[src/hw/rtl/lkv_pkg.sv]
// shared types and constants of the lru key-value cache
// no dependencies; used by lkv_ram and lru_key_value_cache
package lkv_pkg;

    localparam int KeyW   = 10;
    localparam int ValW   = 31;
    localparam int RdW    = 32;
    localparam int CapW   = 7;

    localparam logic CMD_GET = 1'b0;
    localparam logic CMD_PUT = 1'b1;

    localparam logic signed [RdW-1:0] READ_MISS = '1;

    typedef struct packed {
        logic            command;
        logic [KeyW-1:0] lookup_key;
        logic [ValW-1:0] write_value;
    } lkv_req_t;

    typedef struct packed {
        logic                   hit;
        logic signed [RdW-1:0]  read_value;
        logic                   evicted;
        logic [KeyW-1:0]        evicted_key;
    } lkv_rsp_t;

endpackage

[src/hw/rtl/lkv_ram.sv]
// generic simple dual-port ram: one write port, one registered read port
// depends on lkv_pkg only by convention of the project
module lkv_ram
    import lkv_pkg::*;
#(
    parameter int WIDTH = 8,
    parameter int DEPTH = 16
) (
    input  logic                     clk,
    input  logic                     we,
    input  logic [$clog2(DEPTH)-1:0] waddr,
    input  logic [WIDTH-1:0]         wdata,
    input  logic [$clog2(DEPTH)-1:0] raddr,
    output logic [WIDTH-1:0]         rdata
);

    logic [WIDTH-1:0] mem [DEPTH];
    logic [WIDTH-1:0] rdata_reg;

    always_ff @(posedge clk)
    begin
        if (we)
        begin
            mem[waddr] <= wdata;
        end
        rdata_reg <= mem[raddr];
    end

    assign rdata = rdata_reg;

endmodule

[config.mk]
export PLATFORM = sky130hd
export DESIGN_NAME = lkv_ram
export DESIGN_NICKNAME = d
export VERILOG_FILES = /design/src/hw/rtl/lkv_pkg.sv /design/src/hw/rtl/lkv_ram.sv
export SDC_FILE = /design/constraint.sdc
export NUM_CORES = 1
export LEC_CHECK = 0
export ABC_AREA = 0
export BUFFER_PORTS_ARGS = -buffer_cell sky130_fd_sc_hd__clkbuf_2
export CAP_MARGIN = 20
export CORE_ASPECT_RATIO = 1.25
export CORE_MARGIN = 2
export CORE_UTILIZATION = 28
export CTS_CLUSTER_SIZE = 28
export DETAILED_ROUTE_END_ITERATION = 8
export GPL_TIMING_DRIVEN = 0
export PLACE_DENSITY_LB_ADDON = 0.05
export SYNTH_ARGS = -nofsm -noshare
export SYNTH_HDL_FRONTEND = slang
export SYNTH_SLANG_ARGS = --single-unit
[constraint.sdc]
create_clock -name clk -period 2.35 [get_ports clk]
set_input_delay 0.705 -clock clk [delete_from_list [all_inputs] [get_ports clk]]
set_output_delay 0.705 -clock clk [all_outputs]
set_load 0.01 [all_outputs]
=== Word level (Yosys, flattened, before mapping) ===
Memories as Yosys holds them, arrays and structs flattened. A register that Yosys moved wholly into a read port is not among the register bits.
Cells that the tools add are included.

* Multiplexer cells: 2

{| class="wikitable"
|+ Operators with widths
! kind !! number
|-
| $mux W1 || 2
|}

* Register bits after elaboration: 0
* RAM bits: 128
* Bits of input ports: 18
* Output and inout port bits: 8
* Logic and storage cells: 3
* Memories: 1

{| class="wikitable"
|+ Memories
! name !! words !! bits a word !! read ports !! clocked after Yosys merged registers in !! wr ports !! line !! source
|-
| mem || 16 || 8 || 1 || 1 || 1 || lkv_ram.sv:17 || <nowiki>logic [WIDTH-1:0] mem [DEPTH];</nowiki>
|}

=== Logic depth before layout (Yosys ltp) ===
* Depth after elaboration: 2
* Mapped depth: 5
* Depth with buffers taken out: 3

=== Least setup slack after synthesis ===
OpenSTA, ideal clock, no wires.

* Path kind: in2reg
* From: input port waddr[2]
* To: memory mem[0][0], enable pin
* Setup time: 0.383 ns
* Arrival time: 1.815 ns
* Required time: 1.967 ns
* Setup slack: 0.152 ns
* Stages on the path: 2
* Buffers on the path: 0
* Path through: or3b_2 -> nor3_1

{| class="wikitable"
|+ RTL lines
! item !! line !! source
|-
| from (decl) || lkv_ram.sv:11 || <nowiki>input logic [$clog2(DEPTH)-1:0] waddr,</nowiki>
|-
| to (decl) || lkv_ram.sv:17 ||
|}

No word-level cell before the write port.

=== Final worst setup path ===
* From: input port waddr[2]
* To: memory mem[0][4], enable pin

No word-level cell before the write port.

==> impl_results.md <==
- Status: completed
- Mapped Area: between 5000 and 6000 sq um
- Sw frac: 20.0%
- GRT overflow: 0
- Fraction of layout cells with a size suffix above 1: 29.0%
- WL final: 11.8 mm
- Type of the worst min-delay path: reg2reg
- IO Port Bufs: 24
- H-tree depth: 4
- IR Drop Worst-Case VDD: 423 uV
- Seq/Total Area, Yosys: 77.8%
- Post-CTS Setup Inserts: 0
- Die Span Y: 156 um
- Global-route wire length before repair: ~17 mm
- I/O pin cnt: 26
- Vias in the first global route: 2418
- Final RePlAce weighted congestion: ~0.7
- Hold EP: rdata[0]$_DFF_P_
- Lkg Pwr: ~2.0 nW
- Sequential Power Share: 48.9%
- Syn_area_per_cell: 22.5 sq um
- Gate power share: 5.0%
- Clock power share: 46.2%
- Relative slew margins: a little over two fifths
- Post-route ant nets: 0
- Sink Count: 136
- Diode count: 0
- Fillers: 1706
- Setup crit end kind: flop
- Synth unique cells: 19
- Synth warn: 0
- All-Layer GR Usage: 12.8%
- Final Skew: 0.00596 ns
- Worst-path clk slew: about 0.06 ns
- Die width: 125 um
- #FFs+latches synth: 136
- RR Endpoint: rdata[7]$_DFF_P_
- Highest clock rate: between 500 and 600 MHz
- Minimum clock period after layout: 1.99 ns
- CTS resizes: 0
- Internal power component: 4.46 mW
- Seq. cell area: approximately 4000 sq um
- Startpoint Class: input port
- Rows: 55
- Largest net degree at the start of global routing: 17
- Fin. Hold Viols: 0
- Clk buf depth: 2
- Maxcap violations: 0
- R2R Path Start: mem[3][7]$_DFFE_PP_
- Remaining routing DRC violations: 0
- R2R cell count: 3
- Hold Buf Count CTS: 0
- Initial Util: 28.5%
- Area of the die: 19500 sq um
- DR WL/cell: 22.9 um
- Worst Max-Slew Pin Slew: 0.865 ns
- CTS Buf Count: 17
- TritonCTS clock tree: yes
- Starting DRC count in detailed routing: 127
- R2R Setup Slk: 0.84 ns
- Crit share post-route: 84.8%
- CP required: between 2 and 2.5 ns
- Largest register FFs: 128
- Crit path DAT: 2.12 ns
- Area growth syn-to-layout: 19.3%
- Mapped Nets: 247
- RSZ-0062 raised after global routing: false
- Kind of critical path: in2reg
- Max FO, Critical Path: 5
- Dpl hpwl: 7.68 mm
- Core footprint: 18000 sq um
- Worst-Skew Late Latency: roughly 0.42 ns
- Final Net Count: about 290
- Fin area: between 6000 and 7000 sq um
- Hold path start: mem[12][0]$_DFFE_PP_
- Max-slew violation count: 0
- # setup viols final: 0
- First-pass DRT Iterations: 4
- Vias: 2349
- PD cells: 908 nW/um^2
- Setup TNS: 0 ns
- Finished Core Util: between 30% and 40%
- Via-to-Cell Ratio: 4.57
- Multi-input gate area: 1070 sq um
- Area after DPL: 5580 sq um
- Hold path depth: 3
- Antenna violations before repair: 0
- Synth Instances: 229
- Net Switching: 1.12 mW
- Root Buffer: clkbuf_16
placed cells by master (no fill, tap or decap):
| cell type | instances |
|---|---|
| nor3_2 | 3 |
| nor3_1 | 1 |
| bufinv_16 | 3 |
| buf_6 | 3 |
| clkinv_1 | 4 |
| buf_4 | 2 |
| clkinv_2 | 6 |
| clkbuf_1 | 2 |
| mux4_2 | 18 |
| dfxtp_1 | 8 |
| nor2b_1 | 1 |
| nor2_1 | 13 |
| clkbuf_2 | 24 |
| clkdlybuf4s25_2 | 3 |
| nand3b_1 | 2 |
| and2b_1 | 1 |
| a22oi_1 | 16 |
| nand3_1 | 1 |
| clkbuf_16 | 17 |
| buf_2 | 3 |
| mux4_1 | 14 |
| nand2_1 | 9 |
| edfxtp_1 | 128 |
| nand2b_1 | 2 |
| and2_1 | 1 |
| or3b_2 | 1 |
cell type report:
class / count / share of cell area [%]
Sequential cell: 136 / 65.2
Clock inverter: 13 / 2.20
Timing Repair Buffer: 25 / 2.08
Buffer: 10 / 1.41
Tap cell: 228 / 4.64
Clock buffer: 19 / 7.05
Multi-Input combinational cell: 83 / 17.5
cells by family (layout without fill, tap and decap cells):
| kind of cell | Yosys count | count (layout) | share of synthesized area (%) |
|---|---|---|---|
| AO/OA/AOI/OAI | 16 | 16 | 2.33 |
| AND/OR/NAND/NOR | 35 | 35 | 3.18 |
| multiplexers | 32 | 32 | 15.0 |
| flip-flops | 136 | 136 | 77.8 |
| buffers and inverters | 10 | 67 | 1.68 |
power by group through the flow:
| stage | sequential (mW) | combinational (mW) | clock (mW) |
|---|---|---|---|
| 6_report | 2.73 | 0.276 | 2.57 |
| 3_5_place_dp | 2.78 | 0.288 | 0 |
| 2_1_floorplan | 2.78 | 0.138 | 0 |
| 4_1_cts | 2.73 | 0.289 | 2.62 |
| 3_3_place_gp | 2.78 | 0.287 | 0 |
| 5_1_grt | 2.73 | 0.302 | 2.72 |
through the flow:
stage | instances | power, mW | worst slack, ns | hold slack, ns
floorplan | 229 | 2.92 | 0.152 | 0.629
CTS | 514 | 5.64 | 0.314 | 0.676
global placement | 481 | 3.06 | -0.513 | 0.665
detailed placement | 482 | 3.07 | -0.115 | 0.663
global route | 514 | 5.76 | 0.245 | 0.707
finish | 514 | 5.58 | 0.357 | 0.671
worst max path at each step:
stage / startpoint / endpoint
after floorplan: waddr[2] / mem[0][0]$_DFFE_PP_
after global placement: waddr[2] / mem[0][2]$_DFFE_PP_
after detailed placement: waddr[2] / mem[3][2]$_DFFE_PP_
after CTS: waddr[2] / mem[3][4]$_DFFE_PP_
after global routing: waddr[2] / mem[3][4]$_DFFE_PP_
final: waddr[2] / mem[0][4]$_DFFE_PP_
worst max-delay path, cell delays in order:
cell,delay [ns]
clkbuf_2,0.12
or3b_2,0.53
nor3_1,0.49
buf_4,0.27
synthesized netlist by cell type:
master / instances / area share [%]
mux4_2: 18 / 7.9
nor3_1: 4 / 0.39
dfxtp_1: 8 / 3.1
nand3_1: 1 / 0.097
or3b_2: 1 / 0.17
and2_1: 1 / 0.12
a22oi_1: 16 / 2.3
buf_4: 1 / 0.15
buf_6: 3 / 0.66
edfxtp_1: 128 / 75
nand3b_1: 2 / 0.29
nand2b_1: 2 / 0.24
nor2_1: 13 / 0.95
clkdlybuf4s25_2: 3 / 0.58
buf_2: 3 / 0.29
nor2b_1: 1 / 0.12
mux4_1: 14 / 7.1
nand2_1: 9 / 0.66
and2b_1: 1 / 0.15
metal layers:
layer / share of wire, % / routed length [um] / up-vias / global-route usage (%)
li1: - / - / 1063 / -
met1: 44 / 5230 / 1226 / 15.7
met2: 51 / 5950 / 44 / 21.3
met3: 2.7 / 321 / 16 / 2.98
met4: 2.2 / 258 / 0 / 6.03
met5: 0 / 0 / - / 0
Power figures use the tool's default switching activity.
